File: src/imutcf_pkg.sv
// ----------------------------------------------------------------------------
// imutcf_pkg
// Shared widths, register indexes and reset values of the tilt filter.
// ----------------------------------------------------------------------------
package imutcf_pkg;

  localparam int SAMPLE_BITS      = 16;   // raw sensor word
  localparam int CORDIC_STEPS_DEF = 16;
  localparam int TAB_LEN          = 24;   // entries of the arctangent table
  localparam int TAB_IDX_W        = $clog2(TAB_LEN);

  localparam int TILT_W   = 16;           // Q2.13 radians
  localparam int RATE_W   = 17;           // Q4.12 rad/s
  localparam int NUM_W    = 18;           // offset-corrected accel axis
  localparam int HYP2_W   = 34;           // sum of two squared axes
  localparam int ROOT_W   = HYP2_W / 2;   // floor square root
  localparam int ANG_W    = 27;           // Q.24 radians
  localparam int SUM_W    = 26;           // calibration sums

  localparam int CFG_IDX_W  = 3;
  localparam int CFG_DATA_W = 16;

  localparam logic [CFG_IDX_W-1:0] CFG_CAL_SAMPLES   = 3'd0;
  localparam logic [CFG_IDX_W-1:0] CFG_ONE_G_COUNTS  = 3'd1;
  localparam logic [CFG_IDX_W-1:0] CFG_GYRO_SCALE    = 3'd2;
  localparam logic [CFG_IDX_W-1:0] CFG_SAMPLE_PERIOD = 3'd3;
  localparam logic [CFG_IDX_W-1:0] CFG_BLEND         = 3'd4;

  localparam logic [9:0]  CAL_SAMPLES_RST   = 10'd100;
  localparam logic [14:0] ONE_G_COUNTS_RST  = 15'd16384;
  localparam logic [15:0] GYRO_SCALE_RST    = 16'd4468;
  localparam logic [15:0] SAMPLE_PERIOD_RST = 16'd655;
  localparam logic [15:0] BLEND_RST         = 16'd58982;

endpackage

File: src/imutcf_if.sv
// ----------------------------------------------------------------------------
// imutcf_if
// Valid/ready channels for raw sensor words and filter result words.
// ----------------------------------------------------------------------------
interface imutcf_sample_if;
  logic valid;
  logic ready;
  logic signed [imutcf_pkg::SAMPLE_BITS-1:0] accel_x;
  logic signed [imutcf_pkg::SAMPLE_BITS-1:0] accel_y;
  logic signed [imutcf_pkg::SAMPLE_BITS-1:0] accel_z;
  logic signed [imutcf_pkg::SAMPLE_BITS-1:0] gyro_x;
  logic signed [imutcf_pkg::SAMPLE_BITS-1:0] gyro_y;

  modport source (output valid, output accel_x, output accel_y, output accel_z,
                  output gyro_x, output gyro_y, input ready);
  modport sink   (input valid, input accel_x, input accel_y, input accel_z,
                  input gyro_x, input gyro_y, output ready);
endinterface

interface imutcf_result_if;
  logic valid;
  logic ready;
  logic signed [imutcf_pkg::TILT_W-1:0] tilt_x;
  logic signed [imutcf_pkg::TILT_W-1:0] tilt_y;
  logic signed [imutcf_pkg::RATE_W-1:0] x_rate;
  logic signed [imutcf_pkg::RATE_W-1:0] y_rate;
  logic                                 calibrating;

  modport source (output valid, output tilt_x, output tilt_y, output x_rate,
                  output y_rate, output calibrating, input ready);
  modport sink   (input valid, input tilt_x, input tilt_y, input x_rate,
                  input y_rate, input calibrating, output ready);
endinterface

File: src/imu_tilt_complementary_filter_top.sv
// ----------------------------------------------------------------------------
// imu_tilt_complementary_filter_top
// Two-axis complementary tilt filter with offset calibration.
// ----------------------------------------------------------------------------
//
//  channel  | dir | handshake      | word
//  ---------+-----+----------------+-------------------------------------------
//  sample   | in  | valid / ready  | accel_x, accel_y, accel_z, gyro_x, gyro_y
//  result   | out | valid / ready  | tilt_x, tilt_y, x_rate, y_rate, calibrating
//  cfg      | in  | cfg_write      | cfg_index, cfg_data (no read-back)
//
//  Steps: a calibration word is accepted and then written out; the word that
//  closes calibration runs the restoring divider once for each of the five
//  offsets; a filter word runs one accept step, eight multiplier passes, per
//  axis a square root and CORDIC_STEPS rotations (none on a zero numerator),
//  six blend passes and one output step.
//  Reset clears calibration, offsets and angles and loads register defaults.
//  A finished result waits in the output register; the next sample word is
//  taken meanwhile and holds in the final state only if the result is unread.
// ----------------------------------------------------------------------------
module imu_tilt_complementary_filter_top #(
  parameter int CORDIC_STEPS = imutcf_pkg::CORDIC_STEPS_DEF
) (
  input  logic                               clk,
  input  logic                               rst,
  input  logic                               cfg_write,
  input  logic [imutcf_pkg::CFG_IDX_W-1:0]   cfg_index,
  input  logic [imutcf_pkg::CFG_DATA_W-1:0]  cfg_data,
  imutcf_sample_if.sink                      sample,
  imutcf_result_if.source                    result
);
  import imutcf_pkg::*;

  localparam int A_W    = 35;          // wide multiplier operand
  localparam int B_W    = 18;          // narrow multiplier operand
  localparam int PROD_W = A_W + B_W;
  localparam logic [4:0] DIV_LAST = 5'(SUM_W - 1);

  typedef enum logic [2:0] {
    S_IDLE, S_MUL1, S_ROOT, S_CORD, S_MUL2, S_DLOAD, S_DIV, S_DONE
  } state_t;

  // Round half away from zero by 2^12, saturate to the rate width.
  function automatic logic signed [RATE_W-1:0] rate_fin(input logic signed [PROD_W-1:0] v);
    logic [PROD_W-1:0] mag;
    logic [PROD_W-1:0] q;
    mag = v[PROD_W-1] ? PROD_W'(-v) : PROD_W'(v);
    q   = (mag + PROD_W'(2048)) >> 12;
    if (v[PROD_W-1]) begin
      rate_fin = (q > PROD_W'(65536)) ? 17'sh10000 : RATE_W'(-q);
    end else begin
      rate_fin = (q > PROD_W'(65535)) ? 17'sh0FFFF : RATE_W'(q);
    end
  endfunction

  // Round half away from zero by 2^31, saturate to the tilt width.
  function automatic logic signed [TILT_W-1:0] tilt_fin(input logic signed [PROD_W-1:0] v);
    logic [PROD_W-1:0] mag;
    logic [PROD_W-1:0] q;
    mag = v[PROD_W-1] ? PROD_W'(-v) : PROD_W'(v);
    q   = (mag + (PROD_W'(1) << 30)) >> 31;
    if (v[PROD_W-1]) begin
      tilt_fin = (q > PROD_W'(32768)) ? 16'sh8000 : TILT_W'(-q);
    end else begin
      tilt_fin = (q > PROD_W'(32767)) ? 16'sh7FFF : TILT_W'(q);
    end
  endfunction

  state_t state;

  // configuration
  logic [9:0]  cal_samples;
  logic [14:0] one_g_counts;
  logic [15:0] gyro_scale;
  logic [15:0] sample_period;
  logic [15:0] blend;

  // calibration
  logic                     cal_done;
  logic [9:0]               sample_count;
  logic signed [SUM_W-1:0]  sum_ax, sum_ay, sum_az, sum_gx, sum_gy;
  logic signed [16:0]       off_ax, off_ay, off_az;
  logic signed [15:0]       off_gx, off_gy;
  logic [9:0]               need;
  logic [10:0]              n_cnt;

  // divider
  logic [2:0]               div_idx;
  logic [9:0]               div_n;
  logic [SUM_W-1:0]         dvd;
  logic [9:0]               rem;
  logic [4:0]               div_cnt;
  logic                     div_neg;
  logic signed [SUM_W-1:0]  div_sum;
  logic [10:0]              div_trial;
  logic                     div_take;
  logic [SUM_W-1:0]         dvd_next;
  logic [9:0]               rem_next;
  logic signed [16:0]       div_q;

  // filter datapath
  logic signed [NUM_W-1:0]  fx, fy, fz;
  logic signed [16:0]       gyd;
  logic signed [17:0]       gxn;
  logic [HYP2_W-1:0]        sq_x, sq_y, sq_z;
  logic signed [RATE_W-1:0] xr, yr;
  logic signed [A_W-1:0]    pred_x, pred_y;
  logic signed [ANG_W-1:0]  acc_x, acc_y;
  logic signed [TILT_W-1:0] angle_x, angle_y;
  logic signed [PROD_W-1:0] mix;
  logic [2:0]               step;
  logic                     axis;
  logic                     item_cal;

  // shared multiplier
  logic signed [A_W-1:0]    mul_a;
  logic signed [B_W-1:0]    mul_b;
  logic signed [PROD_W-1:0] prod;
  logic signed [B_W-1:0]    gs_op, sp_op, bl_op, nb_op;

  // root and CORDIC units
  logic                     root_start, root_done;
  logic [HYP2_W-1:0]        root_val;
  logic [ROOT_W-1:0]        root_out;
  logic                     cord_start, cord_done;
  logic signed [NUM_W-1:0]  cord_num;
  logic signed [ANG_W-1:0]  cord_ang;

  // output register
  logic                     res_valid;
  logic signed [TILT_W-1:0] res_tilt_x, res_tilt_y;
  logic signed [RATE_W-1:0] res_x_rate, res_y_rate;
  logic                     res_cal;

  assign sample.ready       = (state == S_IDLE);
  assign result.valid       = res_valid;
  assign result.tilt_x      = res_tilt_x;
  assign result.tilt_y      = res_tilt_y;
  assign result.x_rate      = res_x_rate;
  assign result.y_rate      = res_y_rate;
  assign result.calibrating = res_cal;

  assign need  = (cal_samples == '0) ? 10'd1 : cal_samples;
  assign n_cnt = {1'b0, sample_count} + 11'd1;

  assign gs_op = $signed({2'b00, gyro_scale});
  assign sp_op = $signed({2'b00, sample_period});
  assign bl_op = $signed({2'b00, blend});
  assign nb_op = $signed({1'b0, 17'(17'd65536 - {1'b0, blend})});

  assign root_val = axis ? HYP2_W'(sq_x + sq_z) : HYP2_W'(sq_y + sq_z);
  assign cord_num = axis ? fy : fx;

  // Select multiplier operands for the current step.
  always_comb begin
    mul_a = '0;
    mul_b = '0;
    if (state == S_MUL1) begin
      case (step)
        3'd0: begin mul_a = A_W'(fx);  mul_b = fx;    end
        3'd1: begin mul_a = A_W'(fy);  mul_b = fy;    end
        3'd2: begin mul_a = A_W'(fz);  mul_b = fz;    end
        3'd3: begin mul_a = A_W'(gyd); mul_b = gs_op; end
        3'd4: begin mul_a = A_W'(gxn); mul_b = gs_op; end
        3'd5: begin mul_a = A_W'(xr);  mul_b = sp_op; end
        3'd6: begin mul_a = A_W'(yr);  mul_b = sp_op; end
        default: begin mul_a = '0; mul_b = '0; end
      endcase
    end else if (state == S_MUL2) begin
      case (step)
        3'd0: begin mul_a = pred_x;                   mul_b = bl_op; end
        3'd1: begin mul_a = A_W'($signed({acc_x, 4'b0})); mul_b = nb_op; end
        3'd2: begin mul_a = pred_y;                   mul_b = bl_op; end
        3'd3: begin mul_a = A_W'($signed({acc_y, 4'b0})); mul_b = nb_op; end
        default: begin mul_a = '0; mul_b = '0; end
      endcase
    end
  end

  // Divider: pick the sum and form one restoring step.
  always_comb begin
    case (div_idx)
      3'd0:    div_sum = sum_ax;
      3'd1:    div_sum = sum_ay;
      3'd2:    div_sum = sum_az;
      3'd3:    div_sum = sum_gx;
      3'd4:    div_sum = sum_gy;
      default: div_sum = '0;
    endcase
    div_trial = {rem, dvd[SUM_W-1]};
    div_take  = (div_trial >= {1'b0, div_n});
    rem_next  = div_take ? 10'(div_trial - {1'b0, div_n}) : div_trial[9:0];
    dvd_next  = {dvd[SUM_W-2:0], div_take};
    div_q     = div_neg ? 17'(-$signed({1'b0, dvd_next[15:0]}))
                        : $signed({1'b0, dvd_next[15:0]});
    if (div_neg && (dvd_next[16:0] == 17'h08000)) begin
      div_q = 17'sh18000;    // average of -32768
    end
  end

  imutcf_root u_root (
    .clk   (clk),
    .rst   (rst),
    .start (root_start),
    .value (root_val),
    .done  (root_done),
    .root  (root_out)
  );

  imutcf_cordic #(.STEPS(CORDIC_STEPS)) u_cordic (
    .clk   (clk),
    .rst   (rst),
    .start (cord_start),
    .num   (cord_num),
    .den   (root_out),
    .done  (cord_done),
    .angle (cord_ang)
  );

  always_ff @(posedge clk) begin
    prod       <= mul_a * mul_b;
    root_start <= 1'b0;
    cord_start <= 1'b0;
    if (rst) begin
      state         <= S_IDLE;
      cal_samples   <= CAL_SAMPLES_RST;
      one_g_counts  <= ONE_G_COUNTS_RST;
      gyro_scale    <= GYRO_SCALE_RST;
      sample_period <= SAMPLE_PERIOD_RST;
      blend         <= BLEND_RST;
      cal_done      <= 1'b0;
      sample_count  <= '0;
      sum_ax <= '0; sum_ay <= '0; sum_az <= '0; sum_gx <= '0; sum_gy <= '0;
      off_ax <= '0; off_ay <= '0; off_az <= '0; off_gx <= '0; off_gy <= '0;
      angle_x   <= '0;
      angle_y   <= '0;
      res_valid <= 1'b0;
      step      <= '0;
      axis      <= 1'b0;
      div_idx   <= '0;
    end else begin
      if (cfg_write) begin
        case (cfg_index)
          CFG_CAL_SAMPLES:   cal_samples   <= cfg_data[9:0];
          CFG_ONE_G_COUNTS:  one_g_counts  <= cfg_data[14:0];
          CFG_GYRO_SCALE:    gyro_scale    <= cfg_data;
          CFG_SAMPLE_PERIOD: sample_period <= cfg_data;
          CFG_BLEND:         blend         <= cfg_data;
          default: ;
        endcase
      end

      // drop the result word once it is taken
      if (res_valid && result.ready) begin
        res_valid <= 1'b0;
      end

      case (state)
        S_IDLE: begin
          if (sample.valid) begin
            item_cal <= !cal_done;
            if (!cal_done) begin
              xr     <= '0;
              yr     <= '0;
              sum_ax <= sum_ax + SUM_W'(sample.accel_x);
              sum_ay <= sum_ay + SUM_W'(sample.accel_y);
              sum_az <= sum_az + SUM_W'(sample.accel_z);
              sum_gx <= sum_gx + SUM_W'(sample.gyro_x);
              sum_gy <= sum_gy + SUM_W'(sample.gyro_y);
              if (n_cnt >= {1'b0, need}) begin
                cal_done <= 1'b1;
                div_n    <= n_cnt[9:0];
                div_idx  <= '0;
                state    <= S_DLOAD;
              end else begin
                sample_count <= n_cnt[9:0];
                state        <= S_DONE;
              end
            end else begin
              fx    <= NUM_W'(off_ax) - NUM_W'(sample.accel_x);
              fy    <= NUM_W'(off_ay) - NUM_W'(sample.accel_y);
              fz    <= NUM_W'(sample.accel_z) - NUM_W'(off_az);
              gyd   <= 17'(sample.gyro_y) - 17'(off_gy);
              gxn   <= 18'(off_gx) - 18'(sample.gyro_x);
              step  <= '0;
              state <= S_MUL1;
            end
          end
        end

        S_MUL1: begin
          step <= step + 1'b1;
          case (step)
            3'd1: sq_x <= prod[HYP2_W-1:0];
            3'd2: sq_y <= prod[HYP2_W-1:0];
            3'd3: sq_z <= prod[HYP2_W-1:0];
            3'd4: xr   <= rate_fin(prod);
            3'd5: yr   <= rate_fin(prod);
            3'd6: pred_x <= $signed({{4{angle_x[TILT_W-1]}}, angle_x, 15'b0}) + prod[A_W-1:0];
            3'd7: begin
              pred_y     <= $signed({{4{angle_y[TILT_W-1]}}, angle_y, 15'b0}) + prod[A_W-1:0];
              axis       <= 1'b0;
              root_start <= 1'b1;
              state      <= S_ROOT;
            end
            default: ;
          endcase
        end

        S_ROOT: begin
          if (root_done) begin
            cord_start <= 1'b1;
            state      <= S_CORD;
          end
        end

        S_CORD: begin
          if (cord_done) begin
            if (!axis) begin
              acc_x      <= cord_ang;
              axis       <= 1'b1;
              root_start <= 1'b1;
              state      <= S_ROOT;
            end else begin
              acc_y <= cord_ang;
              step  <= '0;
              state <= S_MUL2;
            end
          end
        end

        S_MUL2: begin
          step <= step + 1'b1;
          case (step)
            3'd1: mix <= prod;
            3'd2: mix <= mix + prod;
            3'd3: begin
              angle_x <= tilt_fin(mix);
              mix     <= prod;
            end
            3'd4: mix <= mix + prod;
            3'd5: begin
              angle_y <= tilt_fin(mix);
              state   <= S_DONE;
            end
            default: ;
          endcase
        end

        S_DLOAD: begin
          div_neg <= div_sum[SUM_W-1];
          dvd     <= (div_sum[SUM_W-1] ? SUM_W'(-div_sum) : SUM_W'(div_sum))
                     + SUM_W'(div_n >> 1);
          rem     <= '0;
          div_cnt <= '0;
          state   <= S_DIV;
        end

        S_DIV: begin
          dvd     <= dvd_next;
          rem     <= rem_next;
          div_cnt <= div_cnt + 1'b1;
          if (div_cnt == DIV_LAST) begin
            case (div_idx)
              3'd0:    off_ax <= div_q;
              3'd1:    off_ay <= div_q;
              3'd2:    off_az <= div_q - $signed({2'b00, one_g_counts});
              3'd3:    off_gx <= div_q[15:0];
              default: off_gy <= div_q[15:0];
            endcase
            if (div_idx == 3'd4) begin
              state <= S_DONE;
            end else begin
              div_idx <= div_idx + 1'b1;
              state   <= S_DLOAD;
            end
          end
        end

        S_DONE: begin
          // hold until the output register is free
          if (!res_valid || result.ready) begin
            res_valid  <= 1'b1;
            res_tilt_x <= angle_x;
            res_tilt_y <= angle_y;
            res_x_rate <= xr;
            res_y_rate <= yr;
            res_cal    <= item_cal;
            state      <= S_IDLE;
          end
        end

        default: state <= S_IDLE;
      endcase
    end
  end
endmodule

File: src/imutcf_root.sv
// ----------------------------------------------------------------------------
// imutcf_root
// Iterative floor square root, two radicand bits per cycle.
// ----------------------------------------------------------------------------
module imutcf_root (
  input  logic                             clk,
  input  logic                             rst,
  input  logic                             start,
  input  logic [imutcf_pkg::HYP2_W-1:0]    value,
  output logic                             done,
  output logic [imutcf_pkg::ROOT_W-1:0]    root
);
  import imutcf_pkg::*;

  localparam int REM_W = ROOT_W + 2;
  localparam logic [$clog2(ROOT_W)-1:0] LAST = ($clog2(ROOT_W))'(ROOT_W - 1);

  logic                        busy;
  logic [$clog2(ROOT_W)-1:0]   cnt;
  logic [HYP2_W-1:0]           val;
  logic [REM_W-1:0]            rem;
  logic [REM_W+1:0]            rem_s;
  logic [REM_W+1:0]            trial;
  logic                        take;

  always_comb begin
    rem_s = {rem, val[HYP2_W-1 -: 2]};
    trial = (REM_W+2)'({root, 2'b01});
    take  = (rem_s >= trial);
  end

  always_ff @(posedge clk) begin
    done <= 1'b0;
    if (rst) begin
      busy <= 1'b0;
    end else if (start) begin
      busy <= 1'b1;
      cnt  <= '0;
      val  <= value;
      rem  <= '0;
      root <= '0;
    end else if (busy) begin
      val  <= {val[HYP2_W-3:0], 2'b00};
      rem  <= take ? REM_W'(rem_s - trial) : REM_W'(rem_s);
      root <= {root[ROOT_W-2:0], take};
      cnt  <= cnt + 1'b1;
      if (cnt == LAST) begin
        busy <= 1'b0;
        done <= 1'b1;
      end
    end
  end
endmodule

File: src/imutcf_cordic.sv
// ----------------------------------------------------------------------------
// imutcf_cordic
// Vectoring CORDIC: atan2(num, den) for den >= 0, one rotation per cycle.
// ----------------------------------------------------------------------------
module imutcf_cordic #(
  parameter int STEPS = imutcf_pkg::CORDIC_STEPS_DEF
) (
  input  logic                                clk,
  input  logic                                rst,
  input  logic                                start,
  input  logic signed [imutcf_pkg::NUM_W-1:0] num,
  input  logic [imutcf_pkg::ROOT_W-1:0]       den,
  output logic                                done,
  output logic signed [imutcf_pkg::ANG_W-1:0] angle
);
  import imutcf_pkg::*;

  localparam int NSTEPS = (STEPS > TAB_LEN) ? TAB_LEN : STEPS;
  localparam logic [TAB_IDX_W-1:0] LAST = TAB_IDX_W'(NSTEPS - 1);
  localparam int XY_W = 38;

  function automatic logic signed [ANG_W-1:0] atan_q24(input logic [TAB_IDX_W-1:0] i);
    case (i)
      5'd0:  atan_q24 = 27'sd13176795;
      5'd1:  atan_q24 = 27'sd7778716;
      5'd2:  atan_q24 = 27'sd4110060;
      5'd3:  atan_q24 = 27'sd2086331;
      5'd4:  atan_q24 = 27'sd1047214;
      5'd5:  atan_q24 = 27'sd524117;
      5'd6:  atan_q24 = 27'sd262123;
      5'd7:  atan_q24 = 27'sd131069;
      5'd8:  atan_q24 = 27'sd65536;
      5'd9:  atan_q24 = 27'sd32768;
      5'd10: atan_q24 = 27'sd16384;
      5'd11: atan_q24 = 27'sd8192;
      5'd12: atan_q24 = 27'sd4096;
      5'd13: atan_q24 = 27'sd2048;
      5'd14: atan_q24 = 27'sd1024;
      5'd15: atan_q24 = 27'sd512;
      5'd16: atan_q24 = 27'sd256;
      5'd17: atan_q24 = 27'sd128;
      5'd18: atan_q24 = 27'sd64;
      5'd19: atan_q24 = 27'sd32;
      5'd20: atan_q24 = 27'sd16;
      5'd21: atan_q24 = 27'sd8;
      5'd22: atan_q24 = 27'sd4;
      5'd23: atan_q24 = 27'sd2;
      default: atan_q24 = '0;
    endcase
  endfunction

  logic                     busy;
  logic [TAB_IDX_W-1:0]     cnt;
  logic signed [XY_W-1:0]   x;
  logic signed [XY_W-1:0]   y;
  logic signed [XY_W-1:0]   sx;
  logic signed [XY_W-1:0]   sy;
  logic signed [ANG_W-1:0]  step_ang;

  always_comb begin
    sx       = x >>> cnt;
    sy       = y >>> cnt;
    step_ang = atan_q24(cnt);
  end

  always_ff @(posedge clk) begin
    done <= 1'b0;
    if (rst) begin
      busy <= 1'b0;
    end else if (start) begin
      x     <= XY_W'({den, 16'b0});
      y     <= XY_W'(num) <<< 16;
      angle <= '0;
      cnt   <= '0;
      if (num == '0) begin
        done <= 1'b1;      // zero numerator: angle is exactly zero
      end else begin
        busy <= 1'b1;
      end
    end else if (busy) begin
      if (!y[XY_W-1]) begin
        x     <= x + sy;
        y     <= y - sx;
        angle <= angle + step_ang;
      end else begin
        x     <= x - sy;
        y     <= y + sx;
        angle <= angle - step_ang;
      end
      cnt <= cnt + 1'b1;
      if (cnt == LAST) begin
        busy <= 1'b0;
        done <= 1'b1;
      end
    end
  end
endmodule
File: src/flat_wrapper.sv
// flat-port wrapper written by rule: the top's interface ports become plain ports
module imu_tilt_complementary_filter_top_flat import imutcf_pkg::*;
#(
  parameter int CORDIC_STEPS = imutcf_pkg::CORDIC_STEPS_DEF
)
  (clk, rst, cfg_write, cfg_index, cfg_data, sample_valid, sample_accel_x, sample_accel_y, sample_accel_z, sample_gyro_x, sample_gyro_y, sample_ready, result_valid, result_tilt_x, result_tilt_y, result_x_rate, result_y_rate, result_calibrating, result_ready);
  imutcf_sample_if sample_i ();
  imutcf_result_if result_i ();
  input  logic clk;
  input  logic rst;
  input  logic cfg_write;
  input  logic [imutcf_pkg::CFG_IDX_W-1:0] cfg_index;
  input  logic [imutcf_pkg::CFG_DATA_W-1:0] cfg_data;
  input wire logic [$bits(sample_i.valid)-1:0] sample_valid;
  input wire logic [$bits(sample_i.accel_x)-1:0] sample_accel_x;
  input wire logic [$bits(sample_i.accel_y)-1:0] sample_accel_y;
  input wire logic [$bits(sample_i.accel_z)-1:0] sample_accel_z;
  input wire logic [$bits(sample_i.gyro_x)-1:0] sample_gyro_x;
  input wire logic [$bits(sample_i.gyro_y)-1:0] sample_gyro_y;
  output wire logic [$bits(sample_i.ready)-1:0] sample_ready;
  output wire logic [$bits(result_i.valid)-1:0] result_valid;
  output wire logic [$bits(result_i.tilt_x)-1:0] result_tilt_x;
  output wire logic [$bits(result_i.tilt_y)-1:0] result_tilt_y;
  output wire logic [$bits(result_i.x_rate)-1:0] result_x_rate;
  output wire logic [$bits(result_i.y_rate)-1:0] result_y_rate;
  output wire logic [$bits(result_i.calibrating)-1:0] result_calibrating;
  input wire logic [$bits(result_i.ready)-1:0] result_ready;
  assign sample_i.valid = sample_valid;
  assign sample_i.accel_x = sample_accel_x;
  assign sample_i.accel_y = sample_accel_y;
  assign sample_i.accel_z = sample_accel_z;
  assign sample_i.gyro_x = sample_gyro_x;
  assign sample_i.gyro_y = sample_gyro_y;
  assign sample_ready = sample_i.ready;
  assign result_valid = result_i.valid;
  assign result_tilt_x = result_i.tilt_x;
  assign result_tilt_y = result_i.tilt_y;
  assign result_x_rate = result_i.x_rate;
  assign result_y_rate = result_i.y_rate;
  assign result_calibrating = result_i.calibrating;
  assign result_i.ready = result_ready;
  imu_tilt_complementary_filter_top #(.CORDIC_STEPS(CORDIC_STEPS)) u_core (.clk(clk), .rst(rst), .cfg_write(cfg_write), .cfg_index(cfg_index), .cfg_data(cfg_data), .sample(sample_i), .result(result_i));
endmodule
File: config.mk
export PLATFORM = sky130hd
export DESIGN_NAME = imu_tilt_complementary_filter_top_flat
export DESIGN_NICKNAME = d
export VERILOG_FILES = /design/src/imutcf_pkg.sv /design/src/imutcf_if.sv /design/src/imu_tilt_complementary_filter_top.sv /design/src/imutcf_root.sv /design/src/imutcf_cordic.sv /design/src/flat_wrapper.sv
export SDC_FILE = /design/constraint.sdc
export NUM_CORES = 2
export LEC_CHECK = 0
export BUFFER_PORTS_ARGS = -buffer_cell sky130_fd_sc_hd__buf_4
export CELL_PAD_IN_SITES_DETAIL_PLACEMENT = 1
export CELL_PAD_IN_SITES_GLOBAL_PLACEMENT = 2
export CORE_ASPECT_RATIO = 0.5
export CORE_MARGIN = 3
export CORE_UTILIZATION = 31
export CTS_BUF_LIST = sky130_fd_sc_hd__clkbuf_8
export DETAILED_ROUTE_END_ITERATION = 12
export PLACE_DENSITY = 0.73
export SLEW_MARGIN = 20
export SYNTH_ARGS = -nofsm -noshare
export SYNTH_HDL_FRONTEND = slang
export SYNTH_SLANG_ARGS = --single-unit
File: constraint.sdc
create_clock -name clk -period 15.6 [get_ports clk]
set_input_delay 1.56 -clock clk [delete_from_list [all_inputs] [get_ports clk]]
set_output_delay 1.56 -clock clk [all_outputs]
set_load 0.05 [all_outputs]
==> run metrics <==
fin crit share approximately 74%; CTS tree built; Worst Path Arrival 12.39 ns; final net count 12100; flop2flop setup slack approximately 4 ns; largest net degree at the start of global routing 89; Setup-failing EPs final 0; H-tree depth 4; ys async rst share 0%; clk root buf clkbuf_8; Pwr Total 15.3 mW; vias after detailed routing 80200; DP Area just over 100000 um^2; Die Y 399 um; Worst Path Required approximately 16 ns; DRC viols 0; IO Count roughly 170; post-layout min period roughly 12 ns; initial antenna violation count 26; Layout Cells excl Fill 15000; Power Density 144 nW/um^2; RR Startpoint u_core.step[0]; Clock Path Buffers 4; DP Worst Slack around 4.3 ns; DR top layer met4; Fin. Hold Viols 0; Post-synth EDFFs 704; Total GRT Usage 22.5%; Final GP Congestion 0.910; CP max-delay cell a211oi_1; remaining global-route overflow 0; FF-to-FF path depth 33; RSZ-0062 raised after global routing no; Hold WS around 0.44 ns; Max Freq 86.3 MHz; Critical Path Fanout Max 25; IO Port Bufs 172; number of hold buffers added after CTS 0; vias in the first global route 81200; slowest stage delay, CP 0.73 ns; CTS Buf Count 195; final slew viol count 0; Crit Reg-Reg Endpoint u_core.prod[49]; final instance area between 100000 and 150000 um^2; Worst-path clk slew 0.07 ns; Post-Route M1 WL 167000 um; die area 317000 um^2; Layout Utilization 34.7%; fin worst setup slack 4.01 ns; hold path depth 0; synthesized instance count 10600; hold crit path type reg2reg; Synth Register Bits around 1100; post-synthesis sequential area ratio between 30% and 40%; Yosys cell types 94; core area between 300000 and 400000 um^2; postcts setup bufs 0; Rows between 100 and 150; Ys Warns 0; Lkg Pwr 44.2 nW; first-pass GRT wire length around 540000 um; Least-Margin Pin Slew 1.17 ns; post-cts sizing count 0; Mean Syn Cell Area 9.03 um^2; Die Wd 793 um; status finished clean; Worst setup EP type register; WL/cell about 24 um; Worst slew margin 21.2%; ratio of cells with drive above 1 in the final layout around 8.3%; length of routed met2 wiring 168000 um; total placed cells including tap cells 14600; Initial Util about a third; crit path from u_core.step[0]; Sinks on Clock Net 1127; starting DRC count in detailed routing 6468; drt pass-1 iters 6; met3 wire len roughly 18000 um; Worst-Skew Late Latency 0.99 ns; setup_tns 0 ns; CP endpoint u_core.prod[49]; max-cap viol count 0; area grow syn2layout 10.7%; Max rail drop VDD 152 uV; total wire length 366000 um; vias per cell roughly 5.4; startpoint types register; Antenna Violating Nets Remaining 0; Final Skew 0.151 ns; CP most frequent cell fa_1; post-DP HPWL 283000 um; Synth Cell Area 96000 um^2; top_reg_cell synth edfxtp_1; critical path class reg2reg
## layout make-up
| cell class | instances | area (um^2) |
|---|---|---|
| antenna | 9 | 22.5 |
| clock buffer | 214 | 2950 |
| clock inverter | 134 | 754 |
| fill | 35600 | 200000 |
| inverter | 1129 | 4250 |
| multi-input combinational | 7942 | 60800 |
| sequential | 1127 | 29600 |
| tap | 4060 | 5080 |
| timing repair buffer | 360 | 2720 |
## worst max-delay path: cells and delay by family (launching register included)
family	cells	cell delay, ns
compound gates	11	3.62
fa+ha+maj	8	3.61
simple gates	7	2.25
buf+inv	6	0.98
flops	1	0.72
xor+xnor	1	0.16
## report_power, final
part / switching [mW] / internal (mW) / total (mW)
Sequential: 0.339 / 3.52 / 3.86
Combinational: 5.63 / 3.02 / 8.65
Clock: 1.42 / 1.36 / 2.78
## cells in the mapped netlist, drive strengths merged (183+ instances only)
cell type | number | area (um^2)
inv | 1128 | 4230
a21oi | 849 | 4260
xor2 | 304 | 2660
nor3 | 183 | 916
edfxtp | 704 | 21100
nor2 | 1019 | 3830
fa | 622 | 12500
nand2 | 1146 | 4310
dfxtp | 423 | 8470
clkbuf | 375 | 1410
a21o | 190 | 1430
ha | 657 | 8220
o21ai | 522 | 2620
xnor2 | 378 | 3310
## state kept, by name, indices dropped and copies added (netlist names), 18 cells and up
register	flops
u_core.sq_y	34
u_core.acc_x	27
u_core.u_root.rem	19
u_core.u_cordic.step_ang	24
u_core.fz	18
u_core.sum_ay	26
u_core.sq_x	34
u_core.fy	18
u_core.pred_y	35
u_core.sum_gx	26
u_core.fx	18
u_core.u_cordic.angle	27
u_core.u_cordic.x	38
u_core.u_root.val	34
u_core.u_cordic.y	38
u_core.sum_ax	26
u_core.acc_y	27
u_core.sum_gy	26
u_core.pred_x	35
u_core.sq_z	34
u_core.dvd	26
u_core.mix	53
u_core.sum_az	26
u_core.prod	53
## worst min-delay path by stage
stage,start,to,slack (ns)
after global routing,u_core.item_cal,u_core.result.calibrating,0.45
final,u_core.item_cal,u_core.result.calibrating,0.44
after CTS,u_core.item_cal,u_core.result.calibrating,0.44
after floorplan,u_core.item_cal,u_core.result.calibrating,0.40
after detailed placement,u_core.item_cal,u_core.result.calibrating,0.42
after global placement,u_core.item_cal,u_core.result.calibrating,0.42
## cells by family (layout without fill, tap and decap cells)
family                   Yosys count  count (layout)  synth area share, %
AO/OA/AOI/OAI                   2441            2441                 15.9
adder cells (fa/ha/maj)         1279            1279                 21.5
buffers and inverters           1572            1837                 6.16
flip-flops                      1127            1127                 30.9
other                              2              27              0.00782
XOR/XNOR                         682             682                 6.22
multiplexers                     265             265                 3.94
AND/OR/NAND/NOR                 3257            3257                 15.4
## layer usage
layer / track usage [%] / vias to the layer above
li1: - / 36900
met1: 31.1 / 40800
met2: 36.6 / 2005
met3: 2.63 / 458
met4: 7.44 / 0
met5: 0 / -
## cells in the final DEF (no fill, tap or decap), types with 175 or more instances in the layout
cell,count
inv_1,1181
nor3_1,177
xor2_1,304
dfxtp_1,418
nor2_1,1013
ha_1,656
nand3_1,175
a21o_1,190
o21ai_0,480
xnor2_1,378
a21oi_1,845
fa_1,622
buf_4,358
edfxtp_1,704
nand2_1,1143
clkbuf_8,215
No activity file was read; power rests on OpenSTA's default activity.
